## src/rtl/cpdm_pkg.sv

```systemverilog
// shared types and constants of the capture phase difference meter
package cpdm_pkg;

    localparam int SCALE_WIDTH = 16;                // bits of the full-turn scale factor
    localparam int FULL_TURN = 36000;               // centidegrees in one turn
    localparam int HALF_TURN = 18000;
    localparam int SAT_LIMIT = 54000;               // largest quotient that still folds into range
    localparam logic [31:0] PERIOD_RESET = 32'd240000;

    // edge kind carried in the input tuser
    localparam logic OP_REFERENCE = 1'b0;
    localparam logic OP_MEASURED  = 1'b1;

    typedef enum logic [2:0] {
        ST_IDLE,
        ST_MUL,
        ST_START,
        ST_DIV,
        ST_LOAD
    } state_t;

    typedef struct packed {
        logic busy;
        logic done;
    } div_status_t;

endpackage

```

## src/rtl/cpdm_divider.sv

```systemverilog
// iterative restoring divider, one quotient bit per cycle
module cpdm_divider #(
    parameter int TIMER_WIDTH = 32
) (
    input  logic                                          clk,
    input  logic                                          rst_n,
    input  logic                                          start,
    input  logic [TIMER_WIDTH+cpdm_pkg::SCALE_WIDTH-1:0]  dividend,
    input  logic [TIMER_WIDTH-1:0]                        divisor,
    output logic [TIMER_WIDTH+cpdm_pkg::SCALE_WIDTH-1:0]  quotient,
    output cpdm_pkg::div_status_t                         status
);

    localparam int DW = TIMER_WIDTH + cpdm_pkg::SCALE_WIDTH;
    localparam int CW = $clog2(DW + 1);

    logic [TIMER_WIDTH-1:0] rem_reg, rem_next;
    logic [TIMER_WIDTH-1:0] dvs_reg, dvs_next;
    logic [DW-1:0]          quo_reg, quo_next;
    logic [CW-1:0]          cnt_reg, cnt_next;
    logic                   run_reg, run_next;
    logic                   done_reg, done_next;

    logic [TIMER_WIDTH:0]   shifted;
    logic [TIMER_WIDTH:0]   trial;
    logic                   fits;

    always_comb
    begin
        shifted = {rem_reg, quo_reg[DW-1]};
        trial   = shifted - {1'b0, dvs_reg};
        fits    = !trial[TIMER_WIDTH];

        rem_next  = rem_reg;
        dvs_next  = dvs_reg;
        quo_next  = quo_reg;
        cnt_next  = cnt_reg;
        run_next  = run_reg;
        done_next = 1'b0;

        if (start)
        begin
            rem_next = '0;
            dvs_next = divisor;
            quo_next = dividend;
            cnt_next = '0;
            run_next = 1'b1;
        end
        else if (run_reg)
        begin
            rem_next = fits ? trial[TIMER_WIDTH-1:0] : shifted[TIMER_WIDTH-1:0];
            quo_next = {quo_reg[DW-2:0], fits};
            cnt_next = cnt_reg + 1'b1;
            if (cnt_reg == CW'(DW - 1))
            begin
                run_next  = 1'b0;
                done_next = 1'b1;
            end
        end
    end

    always_ff @(posedge clk or negedge rst_n)
    begin
        if (!rst_n)
        begin
            run_reg  <= 1'b0;
            done_reg <= 1'b0;
            cnt_reg  <= '0;
        end
        else
        begin
            run_reg  <= run_next;
            done_reg <= done_next;
            cnt_reg  <= cnt_next;
        end
    end

    always_ff @(posedge clk)
    begin
        rem_reg <= rem_next;
        dvs_reg <= dvs_next;
        quo_reg <= quo_next;
    end

    assign quotient    = quo_reg;
    assign status.busy = run_reg;
    assign status.done = done_reg;

endmodule

```

## src/rtl/capture_phase_difference_meter.sv

```systemverilog
// top level of the capture phase difference meter: sequencer, state and result register
// sequence: a reference edge or a zero period goes from ST_IDLE through ST_LOAD to m_tvalid;
//   a measured edge goes through ST_MUL, ST_START, ST_DIV and ST_LOAD, the serial divider
//   retiring one quotient bit per cycle over TIMER_WIDTH + 16 bits
// input: one beat at a time; the next input beat is taken only back in ST_IDLE, and the
//   sequencer waits in ST_LOAD while the output is held
// reset: asynchronous active low; reference time and held phase clear, period returns to 240000
module capture_phase_difference_meter #(
    parameter int TIMER_WIDTH = 32
) (
    input  logic        clk,
    input  logic        rst_n,
    // input edge events
    input  logic        s_tvalid,
    output logic        s_tready,
    input  logic [31:0] s_tdata,    // [31:0] timestamp
    input  logic [0:0]  s_tuser,    // [0] opcode
    // measurement results
    output logic        m_tvalid,
    input  logic        m_tready,
    output logic [47:0] m_tdata,    // [31:0] period_ticks, [47:32] phase_centideg
    output logic [2:0]  m_tuser     // [0] phase_valid, [1] divide_error, [2] saturated
);

    localparam int DW = TIMER_WIDTH + cpdm_pkg::SCALE_WIDTH;
    localparam int LW = 17;     // enough quotient bits to hold the saturation limit

    cpdm_pkg::state_t state_reg, state_next;

    // timing state
    logic [TIMER_WIDTH-1:0] ref_time_reg, ref_time_next;
    logic [TIMER_WIDTH-1:0] period_reg, period_next;
    logic signed [15:0]     phase_hold_reg, phase_hold_next;

    // working registers of one measured edge
    logic [TIMER_WIDTH-1:0] mag_reg, mag_next;
    logic                   neg_reg, neg_next;
    logic [DW-1:0]          prod_reg, prod_next;

    // staged result, handed to the output register when it is free
    logic signed [15:0]     res_phase_reg, res_phase_next;
    logic                   res_valid_reg, res_valid_next;
    logic                   res_derr_reg, res_derr_next;
    logic                   res_sat_reg, res_sat_next;

    // output register
    logic                   out_valid_reg, out_valid_next;
    logic [31:0]            out_period_reg, out_period_next;
    logic signed [15:0]     out_phase_reg, out_phase_next;
    logic                   out_pvalid_reg, out_pvalid_next;
    logic                   out_derr_reg, out_derr_next;
    logic                   out_sat_reg, out_sat_next;

    logic                   div_start;
    logic [DW-1:0]          quotient;
    cpdm_pkg::div_status_t  div_st;

    logic                   in_beat;
    logic [TIMER_WIDTH-1:0] ts;
    logic [TIMER_WIDTH-1:0] diff;
    logic                   big;
    logic [LW-1:0]          q_low;
    logic signed [LW:0]     folded;
    logic signed [15:0]     phase_fold;

    cpdm_divider #(
        .TIMER_WIDTH(TIMER_WIDTH)
    ) u_div (
        .clk      (clk),
        .rst_n    (rst_n),
        .start    (div_start),
        .dividend (prod_reg),
        .divisor  (period_reg),
        .quotient (quotient),
        .status   (div_st)
    );

    assign s_tready = (state_reg == cpdm_pkg::ST_IDLE);
    assign in_beat  = s_tvalid && s_tready;
    assign ts       = s_tdata[TIMER_WIDTH-1:0];
    // modulo difference from the last reference edge, sign in the top timer bit
    assign diff     = ts - ref_time_reg;

    // fold the magnitude quotient once into one turn, clamp what is left over and restore the sign
    always_comb
    begin
        big   = quotient > DW'(cpdm_pkg::SAT_LIMIT);
        q_low = quotient[LW-1:0];
        if (q_low <= LW'(cpdm_pkg::HALF_TURN))
            folded = signed'({1'b0, q_low});
        else
            folded = signed'({1'b0, q_low}) - signed'((LW+1)'(cpdm_pkg::FULL_TURN));
        if (big)
            phase_fold = neg_reg ? -16'(cpdm_pkg::HALF_TURN) : 16'(cpdm_pkg::HALF_TURN);
        else
            phase_fold = neg_reg ? 16'(-folded) : 16'(folded);
    end

    // sequencer
    always_comb
    begin
        state_next      = state_reg;
        ref_time_next   = ref_time_reg;
        period_next     = period_reg;
        phase_hold_next = phase_hold_reg;
        mag_next        = mag_reg;
        neg_next        = neg_reg;
        prod_next       = prod_reg;
        res_phase_next  = res_phase_reg;
        res_valid_next  = res_valid_reg;
        res_derr_next   = res_derr_reg;
        res_sat_next    = res_sat_reg;
        out_valid_next  = out_valid_reg;
        out_period_next = out_period_reg;
        out_phase_next  = out_phase_reg;
        out_pvalid_next = out_pvalid_reg;
        out_derr_next   = out_derr_reg;
        out_sat_next    = out_sat_reg;
        div_start       = 1'b0;

        // result beat taken downstream
        if (out_valid_reg && m_tready)
            out_valid_next = 1'b0;

        case (state_reg)
            cpdm_pkg::ST_IDLE:
            begin
                if (in_beat)
                begin
                    res_derr_next = 1'b0;
                    res_sat_next  = 1'b0;
                    if (s_tuser[0] == cpdm_pkg::OP_REFERENCE)
                    begin
                        // new period, phase repeats the held value
                        period_next    = diff;
                        ref_time_next  = ts;
                        res_phase_next = phase_hold_reg;
                        res_valid_next = 1'b0;
                        state_next     = cpdm_pkg::ST_LOAD;
                    end
                    else if (period_reg == '0)
                    begin
                        res_phase_next = '0;
                        res_valid_next = 1'b1;
                        res_derr_next  = 1'b1;
                        state_next     = cpdm_pkg::ST_LOAD;
                    end
                    else
                    begin
                        neg_next       = diff[TIMER_WIDTH-1];
                        mag_next       = diff[TIMER_WIDTH-1] ? -diff : diff;
                        res_valid_next = 1'b1;
                        state_next     = cpdm_pkg::ST_MUL;
                    end
                end
            end
            cpdm_pkg::ST_MUL:
            begin
                prod_next  = DW'(mag_reg) * DW'(cpdm_pkg::FULL_TURN);
                state_next = cpdm_pkg::ST_START;
            end
            cpdm_pkg::ST_START:
            begin
                div_start  = 1'b1;
                state_next = cpdm_pkg::ST_DIV;
            end
            cpdm_pkg::ST_DIV:
            begin
                if (div_st.done)
                begin
                    res_phase_next = phase_fold;
                    res_sat_next   = big;
                    state_next     = cpdm_pkg::ST_LOAD;
                end
            end
            cpdm_pkg::ST_LOAD:
            begin
                // move into the output register once it is free or being emptied
                if (!out_valid_reg || m_tready)
                begin
                    out_valid_next  = 1'b1;
                    out_period_next = 32'(period_reg);
                    out_phase_next  = res_phase_reg;
                    out_pvalid_next = res_valid_reg;
                    out_derr_next   = res_derr_reg;
                    out_sat_next    = res_sat_reg;
                    phase_hold_next = res_phase_reg;
                    state_next      = cpdm_pkg::ST_IDLE;
                end
            end
            default:
            begin
                state_next = cpdm_pkg::ST_IDLE;
            end
        endcase
    end

    always_ff @(posedge clk or negedge rst_n)
    begin
        if (!rst_n)
        begin
            state_reg      <= cpdm_pkg::ST_IDLE;
            ref_time_reg   <= '0;
            period_reg     <= cpdm_pkg::PERIOD_RESET[TIMER_WIDTH-1:0];
            phase_hold_reg <= '0;
            out_valid_reg  <= 1'b0;
        end
        else
        begin
            state_reg      <= state_next;
            ref_time_reg   <= ref_time_next;
            period_reg     <= period_next;
            phase_hold_reg <= phase_hold_next;
            out_valid_reg  <= out_valid_next;
        end
    end

    always_ff @(posedge clk)
    begin
        mag_reg        <= mag_next;
        neg_reg        <= neg_next;
        prod_reg       <= prod_next;
        res_phase_reg  <= res_phase_next;
        res_valid_reg  <= res_valid_next;
        res_derr_reg   <= res_derr_next;
        res_sat_reg    <= res_sat_next;
        out_period_reg <= out_period_next;
        out_phase_reg  <= out_phase_next;
        out_pvalid_reg <= out_pvalid_next;
        out_derr_reg   <= out_derr_next;
        out_sat_reg    <= out_sat_next;
    end

    assign m_tvalid = out_valid_reg;
    assign m_tdata  = {out_phase_reg, out_period_reg};
    assign m_tuser  = {out_sat_reg, out_derr_reg, out_pvalid_reg};

    // the divider never runs while a new edge can be taken
    a_idle_div: assert property (@(posedge clk) disable iff (!rst_n)
        s_tready |-> !div_st.busy)
        else $error("divider busy while input ready");

    // a finished division is only seen by the sequencer waiting for it
    a_done_state: assert property (@(posedge clk) disable iff (!rst_n)
        div_st.done |-> (state_reg == cpdm_pkg::ST_DIV))
        else $error("divider done outside of divide wait");

    // a delivered phase always lies within half a turn
    a_phase_range: assert property (@(posedge clk) disable iff (!rst_n)
        m_tvalid |-> (out_phase_reg <= 16'sd18000) && (out_phase_reg >= -16'sd18000))
        else $error("phase out of range");

    // error flags only come with a measured edge, and a divide error forces phase zero and no saturation
    a_flags: assert property (@(posedge clk) disable iff (!rst_n)
        (m_tvalid && (out_derr_reg || out_sat_reg)) |->
            (out_pvalid_reg && !(out_derr_reg && (out_sat_reg || out_phase_reg != '0))))
        else $error("inconsistent result flags");

endmodule
```

## config.mk

```make
export PLATFORM = sky130hd
export DESIGN_NAME = capture_phase_difference_meter
export DESIGN_NICKNAME = d
export VERILOG_FILES = /design/src/rtl/cpdm_pkg.sv /design/src/rtl/cpdm_divider.sv /design/src/rtl/capture_phase_difference_meter.sv
export SDC_FILE = /design/constraint.sdc
export NUM_CORES = 1
export LEC_CHECK = 0
export ABC_AREA = 1
export BUFFER_PORTS_ARGS = -buffer_cell sky130_fd_sc_hd__buf_4
export CORE_MARGIN = 2
export CORE_UTILIZATION = 30
export DETAILED_ROUTE_END_ITERATION = 8
export GPL_ROUTABILITY_DRIVEN = 0
export PLACE_DENSITY = 0.42
export SYNTH_ARGS = -nofsm -noshare
export SYNTH_HDL_FRONTEND = slang
export SYNTH_SLANG_ARGS = --single-unit
export TNS_END_PERCENT = 10
```

## constraint.sdc

```tcl
create_clock -name clk -period 9.4 [get_ports clk]
set_input_delay 0 -clock clk [delete_from_list [all_inputs] [get_ports clk]]
set_output_delay 0 -clock clk [all_outputs]
set_load 0.1 [all_outputs]
```

==> flow_summary.yaml, run 1 <==
grt:
  gr-total-overflow: 0
  grt_pass1_vias: 20800
  grt_max_degree: 68
  antenna_found_initial: 2
  grt_pass1_wl_mm: 113
  grt_usage: 0.164
synthesis:
  syn-num-nets: 3424
  async_reset_ff_frac: 0.263
  syn_area_sq_mm: 0.0253
  synth_top_area_cell: "edfxtp_1"
  yosysTopAreaCellShare: 0.268
  seq_area_frac_synth: 0.385
  avgSynthCellArea_sq_um: 8.28
  synth_cell_types: 55
  netlist_instances: 3057
  ys.warnings.count: 0
  synth_edf_count: 226
  netlist_top_cells_area: "edfxtp_1, nand2_1, ha_1, dfrtp_1, inv_1"
  ys.flop_type: "edfxtp_1"
  ys_ff_latch: 350
power:
  p_leak_nw: 14.1
  seqPwrFrac: 0.380
  power.total_w: 0.00526
  p_per_area_mw_per_mm2: 181
  p_clk_frac: 0.322
  peakVddDrop_v: 0.000136
  p_switching_w: 0.00185
  p_int_w: 0.00341
  switching_share: 0.352
  combPwrFrac: 0.298
worst_setup_path:
  cp-end-kind: "flop"
  worst-setup-path-type: "flop to flop"
  crit_family: "adder cells"
  cpPeakStageDelay_ns: 0.54
  crit_chain: "ha_1 -> ha_1 -> fa_1 -> fa_1 -> inv_1 -> fa_1 -> inv_1 -> ha_1 -> a21oi_1 -> o21ai_0 -> nand2_1 -> nand2_1 -> nand3_1 -> o211ai_1 -> a21oi_1 -> o21ai_0 -> xor2_1"
  crit_arrival_ns: 5.36
  crit_required_ns: 9.70
  crit_fanout: 5
  cp_slowest_cell: "fa_1"
  worst-path-buf-inv: 2
  crit_path_start_kind: "flop"
layout:
  drive_gt1_frac: 0.0868
  syn2layout_area_growth_pct: 14.7
  layout_common_cells: "nand2_1, inv_1, ha_1"
  final_core_util: 0.348
  fill_cells: 8821
  largest_reg_flops: 48
  diodes: 0
  stdcell_count: 4305
  nets: 3557
  final_common_cell: "nand2_1"
timing:
  rsz0062_at_grt: "false"
  slew_violations: 0
  fin_skew_ns: 0.0300
  timing.final.crit_share: 0.539
  hold_viol_final: 0
  slew_headroom: 0.257
  tns_ns: 0
  setup_violations: 0
  max_freq_mhz: 197
  fin_crit_ns: 5.07
  tightest_slew_ns: 1.11
route:
  drt_iter0_drc: 1058
  vias_per_cell: 4.69
  ant_nets: 0
  drcViolationCount: 0
  vias: 20200
  dr.pass1.iters: 5
  wl_mm: 69.1
  wl_per_cell_um: 16.1
clock_tree:
  root_buffer: "clkbuf_16"
  numCtsBuffers: 43
  clk_latency_ns: 0.59
  ctsHtreeMaxLevel: 2
  cts_tree: "yes"
  path_clk_slew_ns: 0.06
  clock_path_buffers: 3
  clkSinkCount: 350
floorplanning:
  coreArea_sq_mm: 0.0836
  ios: 90
  dieHeight_um: 295
  die_area_sq_mm: 0.0867
  num_rows: 106
  start_util: 0.303
  die_x_um: 295
flow_run:
  cap_viol_max_count: 0
placement:
  hpwl_mm: 55.2
  placed_cells: 4187
  portBuffers: 89
run_status:
  status: "finished clean"
worst_hold_path:
  hold_class: "input port to flop"
==> worst paths after layout <==
path                                                   to  cells after the start  slack, ns                        from
setup / recovery                   prod_reg[34]$_DFFE_PP_                     17       4.33        mag_reg[7]$_DFFE_PP_
max in group asynchronous    ref_time_reg[30]$_DFFE_PN0P_                      4       7.95                       rst_n
setup reg to reg                   prod_reg[34]$_DFFE_PP_                     17       4.33        mag_reg[7]$_DFFE_PP_
hold / removal                         m_tvalid$_DFF_PN0_                      3       0.16                    m_tready
min in group asynchronous  phase_hold_reg[15]$_DFFE_PN0P_                      3       0.39                       rst_n
hold reg to reg                    out_derr_reg$_DFFE_PP_                      0       0.42  res_derr_reg$_SDFFCE_PN0P_
==> kinds of logic after synthesis <==
| group | after synthesis | share of synthesized area |
|---|---|---|
| AND/OR/NAND/NOR | 1326 | 0.224 |
| flip-flops | 350 | 0.385 |
| XOR/XNOR | 93 | 0.0325 |
| buffers and inverters | 581 | 0.0892 |
| AO/OA/AOI/OAI | 377 | 0.0816 |
| adder cells (fa/ha/maj) | 330 | 0.188 |
==> worst register-to-register path, delay by kind of cell, from the launching register on <==
kind | cells | cell delay (ns)
adder cells (fa/ha/maj) | 6 | 2.59
AO/OA/AOI/OAI | 5 | 1.10
flip-flops | 1 | 0.53
AND/OR/NAND/NOR | 3 | 0.25
XOR/XNOR | 1 | 0.20
buffers and inverters | 2 | 0.11
==> final cells by class <==
type	instances	area, sq um	area share
Clock buffer	59	1200	0.0412
Timing Repair Buffer	139	1150	0.0396
Sequential cell	350	9740	0.335
Tap cell	1080	1350	0.0465
Multi-Input combinational cell	2126	13400	0.460
Clock inverter	21	241	0.00832
Inverter	530	1990	0.0687
==> cell usage after synthesis (8+ instances only) <==
library cell	instances
dfxtp_1	32
nor4_1	22
fa_1	83
edfxtp_1	226
dfrtp_1	85
nand2_1	840
nand3_1	143
o21ai_2	9
nand2_2	18
nand3_2	10
o21ai_1	12
nand4_1	47
o21ai_0	179
nand3b_1	8
a31oi_1	10
xnor2_1	20
inv_1	501
inv_2	24
buf_4	9
xor2_1	72
nor2_1	171
a21oi_1	124
a21o_1	9
nor2_2	15
clkbuf_1	27
ha_1	247
nor3_1	27
==> power groups by stage <==
| stage | clock [W] | sequential [W] | combinational (W) |
|---|---|---|---|
| global placement | 0 | 0.00202 | 0.00156 |
| floorplan | 0 | 0.00198 | 0.00121 |
| detailed placement | 0 | 0.00202 | 0.00156 |
| global route | 0.00181 | 0.00202 | 0.00182 |
| CTS | 0.00176 | 0.00200 | 0.00158 |
| finish | 0.00169 | 0.00200 | 0.00157 |
==> stage by stage <==
step | worst slack, ns | cell area, sq um | hold WS [ns]
detailed placement | 4.38 | 27200 | 0.0299
global placement | 4.38 | 27200 | 0.0228
finish | 4.33 | 29000 | 0.160
CTS | 4.33 | 29000 | 0.129
global route | 4.01 | 29000 | 0.154
floorplan | 4.32 | 25300 | -0.296
==> metal layers <==
layer | global-route usage | vias up | routed length, um
met2 | 0.279 | 343 | 32500
met1 | 0.219 | 9575 | 32900
met5 | 0 | - | 0
li1 | - | 10200 | -
met3 | 0.0200 | 79 | 2320
met4 | 0.0427 | 0 | 1440
==> what timing repair did <==
item                                   in CTS  in global routing
gates resized for setup                     0                  0
endpoints found under the hold margin      77                  0
hold buffers                               38                  0
setup buffers                               0                  0
No activity file was read; power rests on OpenSTA's default activity.
==> run 2, diff against run 1 <==
--- a/config.mk
+++ b/config.mk
@@ -11,7 +11,7 @@
 export CORE_UTILIZATION = 30
 export DETAILED_ROUTE_END_ITERATION = 8
 export GPL_ROUTABILITY_DRIVEN = 0
-export PLACE_DENSITY = 0.42
+export PLACE_DENSITY = 0.43
 export SYNTH_ARGS = -nofsm -noshare
 export SYNTH_HDL_FRONTEND = slang
 export SYNTH_SLANG_ARGS = --single-unit
==> constraint.sdc (replaced) <==
create_clock -name clk -period 4.2 [get_ports clk]
set_input_delay 0 -clock clk [delete_from_list [all_inputs] [get_ports clk]]
set_output_delay 0 -clock clk [all_outputs]
set_load 0.1 [all_outputs]
==> flow_summary.yaml, run 2 (same netlist as run 1, synthesis figures left out) <==
run_status:
  status: "complete, but fails checks"
  violations: "negative setup slack"
route:
  drt_iter0_drc: 1085
  wl_mm: 70.7
  wl_per_cell_um: 15.7
  ant_nets: 0
  dr.pass1.iters: 6
  vias: 20900
  vias_per_cell: 4.64
  drcViolationCount: 0
power:
  switching_share: 0.353
  peakVddDrop_v: 0.000320
  p_int_w: 0.00771
  p_leak_nw: 15.2
  p_clk_frac: 0.326
  seqPwrFrac: 0.374
  p_per_area_mw_per_mm2: 374
  p_switching_w: 0.00420
  combPwrFrac: 0.299
timing:
  setup_violations: 19
  timing.final.crit_share: 1.06
  fin_skew_ns: 0.0260
  tightest_slew_ns: 1.24
  slew_violations: 0
  rsz0062_at_grt: "true"
  fin_crit_ns: 4.44
  setup_ws_ns: -0.240
  slew_headroom: 0.175
  max_freq_mhz: 225
  hold_viol_final: 0
worst_setup_path:
  crit_arrival_ns: 4.75
  cp-end-kind: "flop"
  cpPeakStageDelay_ns: 0.54
  crit_family: "adder cells"
  crit_path_start_kind: "flop"
  worst-path-buf-inv: 3
  crit_fanout: 4
  cp_slowest_cell: "fa_1"
  crit_required_ns: 4.51
  crit_chain: "ha_4 -> ha_4 -> fa_1 -> fa_1 -> inv_2 -> fa_1 -> inv_2 -> ha_4 -> a21o_1 -> a21oi_2 -> nand3_2 -> nand4_1 -> o211ai_1 -> buf_4 -> a21o_1 -> nand2_1 -> o2111ai_1"
  worst-setup-path-type: "flop to flop"
floorplanning:
  num_rows: 106
  coreArea_sq_mm: 0.0836
  die_area_sq_mm: 0.0867
  ios: 90
  die_x_um: 295
  dieHeight_um: 295
  start_util: 0.303
placement:
  place_area_sq_mm: 0.0285
  pre_cts_slack_ns: -0.582
  portBuffers: 89
  hpwl_mm: 56.0
layout:
  diodes: 0
  fin_area_sq_mm: 0.0318
  nets: 3762
  syn2layout_area_growth_pct: 25.7
  layout_common_cells: "nand2_1, inv_1, buf_4"
  largest_reg_flops: 48
  drive_gt1_frac: 0.192
  final_common_cell: "nand2_1"
clock_tree:
  cts_tree: "yes"
  ctsHtreeMaxLevel: 2
  clkSinkCount: 350
  root_buffer: "clkbuf_16"
  numCtsBuffers: 43
  path_clk_slew_ns: 0.06
  clk_latency_ns: 0.59
  clock_path_buffers: 3
grt:
  gr-total-overflow: 0
  antenna_found_initial: 2
  grt_pass1_wl_mm: 117
  grt_max_degree: 93
  grt_pass1_vias: 22000
  grt_usage: 0.168
flow_run:
  cap_viol_max_count: 0
worst_hold_path:
  hold_class: "input port to async pin"
-- run 2: path summary, 6_finish.rpt --
| check | start | to | slack [ns] | depth (start not counted) |
|---|---|---|---|---|
| hold / removal | rst_n | phase_hold_reg[12]$_DFFE_PN0P_ | 0.006 | 2 |
| setup reg to reg | mag_reg[7]$_DFFE_PP_ | prod_reg[47]$_DFFE_PP_ | -0.24 | 17 |
| max in group asynchronous | rst_n | ref_time_reg[28]$_DFFE_PN0P_ | 3.16 | 3 |
| hold reg to reg | res_derr_reg$_SDFFCE_PN0P_ | out_derr_reg$_DFFE_PP_ | 0.42 | 0 |
| setup / recovery | mag_reg[7]$_DFFE_PP_ | prod_reg[47]$_DFFE_PP_ | -0.24 | 17 |
| min in group clk | m_tready | m_tvalid$_DFF_PN0_ | 0.16 | 3 |
-- run 2: power by group through the flow --
| stage | clock network (W) | logic (W) | registers (W) |
|---|---|---|---|
| after detailed placement | 0 | 0.00355 | 0.00452 |
| after CTS | 0.00404 | 0.00359 | 0.00446 |
| after global routing | 0.00415 | 0.00413 | 0.00452 |
| after floorplan | 0 | 0.00270 | 0.00442 |
| after global placement | 0 | 0.00351 | 0.00451 |
| final | 0.00389 | 0.00357 | 0.00446 |
-- run 2: cell type report --
class,instances,area (sq um)
repair buffers,344,2760
well taps,1080,1350
multi-input cells,2126,14500
flip-flops and latches,350,9740
inverters,530,1990
clock inverters,24,270
clock buffers,56,1220
fillers,8604,51700
-- run 2: stage by stage --
stage / instances / hold slack (ns) / power (W) / setup TNS [ns] / util
2_1_floorplan: 3057 / -0.296 / 0.00713 / -1.58 / -
3_3_place_gp: 4348 / 0.0849 / 0.00802 / -9.11 / 0.341
3_5_place_dp: 4348 / 0.0902 / 0.00807 / -10.09 / 0.341
4_1_cts: 4508 / 0.0217 / 0.0121 / -1.78 / 0.379
5_1_grt: 4510 / 0.0487 / 0.0128 / -6.46 / 0.381
6_report: 4510 / 0.00618 / 0.0119 / -2.29 / 0.381
-- run 2: worst reg2reg max path, delay by kind of cell, from the launching register on --
kind	cells	cell delay, ns
fa+ha+maj	6	2.25
flops	1	0.51
buf+inv	3	0.27
simple gates	3	0.33
compound gates	5	0.80
-- run 2: what timing repair did --
| action | 4_1_cts | 5_1_grt |
|---|---|---|
| buffers inserted | 44 | 2 |
| gates resized for setup | 194 | 24 |
| endpoints found under the hold margin | 95 | 0 |
| pin swaps | 142 | 12 |
| endpoints found under the setup margin | 29 | 27 |
| hold buffers | 36 | 0 |
-- run 2: routing by layer --
| layer | track usage | vias to the layer above | share of wire |
|---|---|---|---|
| met5 | 0 | - | 0 |
| met4 | 0.0418 | 0 | 0.021 |
| met3 | 0.0211 | 70 | 0.036 |
| met2 | 0.289 | 349 | 0.47 |
| met1 | 0.224 | 9916 | 0.47 |
| li1 | - | 10600 | - |
==> run 3, diff against run 2 <==
--- a/config.mk
+++ b/config.mk
@@ -11,6 +11,7 @@
 export CORE_UTILIZATION = 30
 export DETAILED_ROUTE_END_ITERATION = 8
 export GPL_ROUTABILITY_DRIVEN = 0
+export MAX_ROUTING_LAYER = met4
 export PLACE_DENSITY = 0.43
 export SYNTH_ARGS = -nofsm -noshare
 export SYNTH_HDL_FRONTEND = slang
==> flow_summary.yaml, run 3 (same netlist as run 1, synthesis figures left out) <==
clock_tree:
  clkSinkCount: 350
  path_clk_slew_ns: 0.06
  cts_tree: "yes"
  clock_path_buffers: 3
  numCtsBuffers: 43
  clk_latency_ns: 0.59
  root_buffer: "clkbuf_16"
  ctsHtreeMaxLevel: 2
power:
  p_leak_nw: 15.2
  p_per_area_mw_per_mm2: 375
  peakVddDrop_v: 0.000322
  power.total_w: 0.0119
run_status:
  status: "complete, but fails checks"
  violations: "negative setup slack"
timing:
  fin_crit_ns: 4.45
  tns_ns: -2.54
  fin_skew_ns: 0.0200
  hold_viol_final: 0
  timing.final.crit_share: 1.06
  rsz0062_at_grt: "true"
  setup_violations: 21
  tightest_slew_ns: 1.25
  slew_headroom: 0.167
  slew_violations: 0
  max_freq_mhz: 225
  setup_ws_ns: -0.246
worst_setup_path:
  crit_fanout: 4
  crit_path_start_kind: "flop"
  crit_family: "adder cells"
  crit_required_ns: 4.53
  crit_top_cell: "fa_1"
  cp_slowest_cell: "fa_1"
  worst-path-buf-inv: 3
  cpPeakStageDelay_ns: 0.54
  worst-setup-path-type: "flop to flop"
  cp-end-kind: "flop"
  crit_arrival_ns: 4.78
  crit_chain: "ha_1 -> ha_4 -> fa_1 -> fa_1 -> inv_1 -> fa_1 -> inv_1 -> ha_4 -> a21o_1 -> a21oi_2 -> o21ai_1 -> nand3_1 -> nand4_1 -> buf_4 -> xor2_1"
floorplanning:
  dieHeight_um: 295
  coreArea_sq_mm: 0.0836
  num_rows: 106
  start_util: 0.303
  die_area_sq_mm: 0.0867
  die_x_um: 295
  ios: 90
grt:
  grt_usage: 0.173
  grt_max_degree: 93
  grt_pass1_wl_mm: 117
  gr-total-overflow: 0
  antenna_found_initial: 2
  grt_pass1_vias: 22000
route:
  drt_iter0_drc: 1145
  wl_mm: 70.7
  wl_per_cell_um: 15.7
  ant_nets: 0
  vias_per_cell: 4.63
  dr.pass1.iters: 7
  vias: 20900
  drcViolationCount: 0
layout:
  layout_common_cells: "nand2_1, inv_1, buf_4"
  syn2layout_area_growth_pct: 25.7
  drive_gt1_frac: 0.192
  final_common_cell: "nand2_1"
  largest_reg_flops: 48
  nets: 3761
worst_hold_path:
  hold_class: "input port to async pin"
placement:
  pre_cts_slack_ns: -0.582
  portBuffers: 89
  hpwl_mm: 56.0
flow_run:
  cap_viol_max_count: 0
run 3: changes by cell type in the layout (fill, tap and decap cells not counted), sizes merged:
| cell | previous run | this run |
|---|---|---|
| diode | 0 | 1 |
| buf | 308 | 307 |
run 3: repair_timing:
item,in CTS,in global routing
hold endpoints to repair,95,0
cloned,0,0
endpoints found under the setup margin,29,27
setup buffers,44,1
pin swaps,142,14
hold buffers,36,0
resized for setup,194,24
run 3: cell type report:
class / count / area [sq um]
fill: 8602 / 51700
multi-input combinational: 2126 / 14500
sequential: 350 / 9740
clock buffer: 56 / 1220
timing repair buffer: 343 / 2750
clock inverter: 24 / 270
antenna: 1 / 2.50
tap: 1080 / 1350
inverter: 530 / 1990
run 3: report_power, final:
group	leakage [nW]	switching [W]	internal [W]
Combinational	11.0	0.00233	0.00123
Clock	0.721	0.00158	0.00231
Sequential	3.43	0.000292	0.00417
run 3: worst paths after layout:
path	start	cells past startpoint	slack, ns	to
setup reg to reg	mag_reg[19]$_DFFE_PP_	15	-0.25	prod_reg[44]$_DFFE_PP_
setup / recovery	mag_reg[19]$_DFFE_PP_	15	-0.25	prod_reg[44]$_DFFE_PP_
hold reg to reg	res_derr_reg$_SDFFCE_PN0P_	0	0.42	out_derr_reg$_DFFE_PP_
min in group clk	m_tready	3	0.16	m_tvalid$_DFF_PN0_
max in group asynchronous	rst_n	3	3.15	ref_time_reg[28]$_DFFE_PN0P_
hold / removal	rst_n	2	0.01	phase_hold_reg[12]$_DFFE_PN0P_
run 3: worst reg2reg max path, stage by stage (launching register included):
cell and delay [ns]:
edfxtp_1 0.48, ha_1 0.36, ha_4 0.23, fa_1 0.50
fa_1 0.54, inv_1 0.05, fa_1 0.54, inv_1 0.07
ha_4 0.26, a21o_1 0.20, a21oi_2 0.18, o21ai_1 0.10
nand3_1 0.12, nand4_1 0.22, buf_4 0.21, xor2_1 0.13
run 3: per-stage QoR:
stage / util / instances / cell area [sq um] / hold slack (ns)
final: 0.381 / 4510 / 31800 / 0.00983
after global routing: 0.381 / 4509 / 31800 / 0.0487
after CTS: 0.379 / 4508 / 31700 / 0.0217
after detailed placement: 0.341 / 4348 / 28500 / 0.0902
after global placement: 0.341 / 4348 / 28500 / 0.0849
after floorplan: - / 3057 / 25300 / -0.296
run 3: metal layers:
| metal | track usage | vias to the layer above | share of wire |
|---|---|---|---|
| li1 | - | 10600 | - |
| met1 | 0.225 | 9894 | 0.47 |
| met2 | 0.288 | 317 | 0.47 |
| met3 | 0.0207 | 67 | 0.035 |
| met4 | 0.0418 | 0 | 0.021 |
| met5 | - | - | 0 |
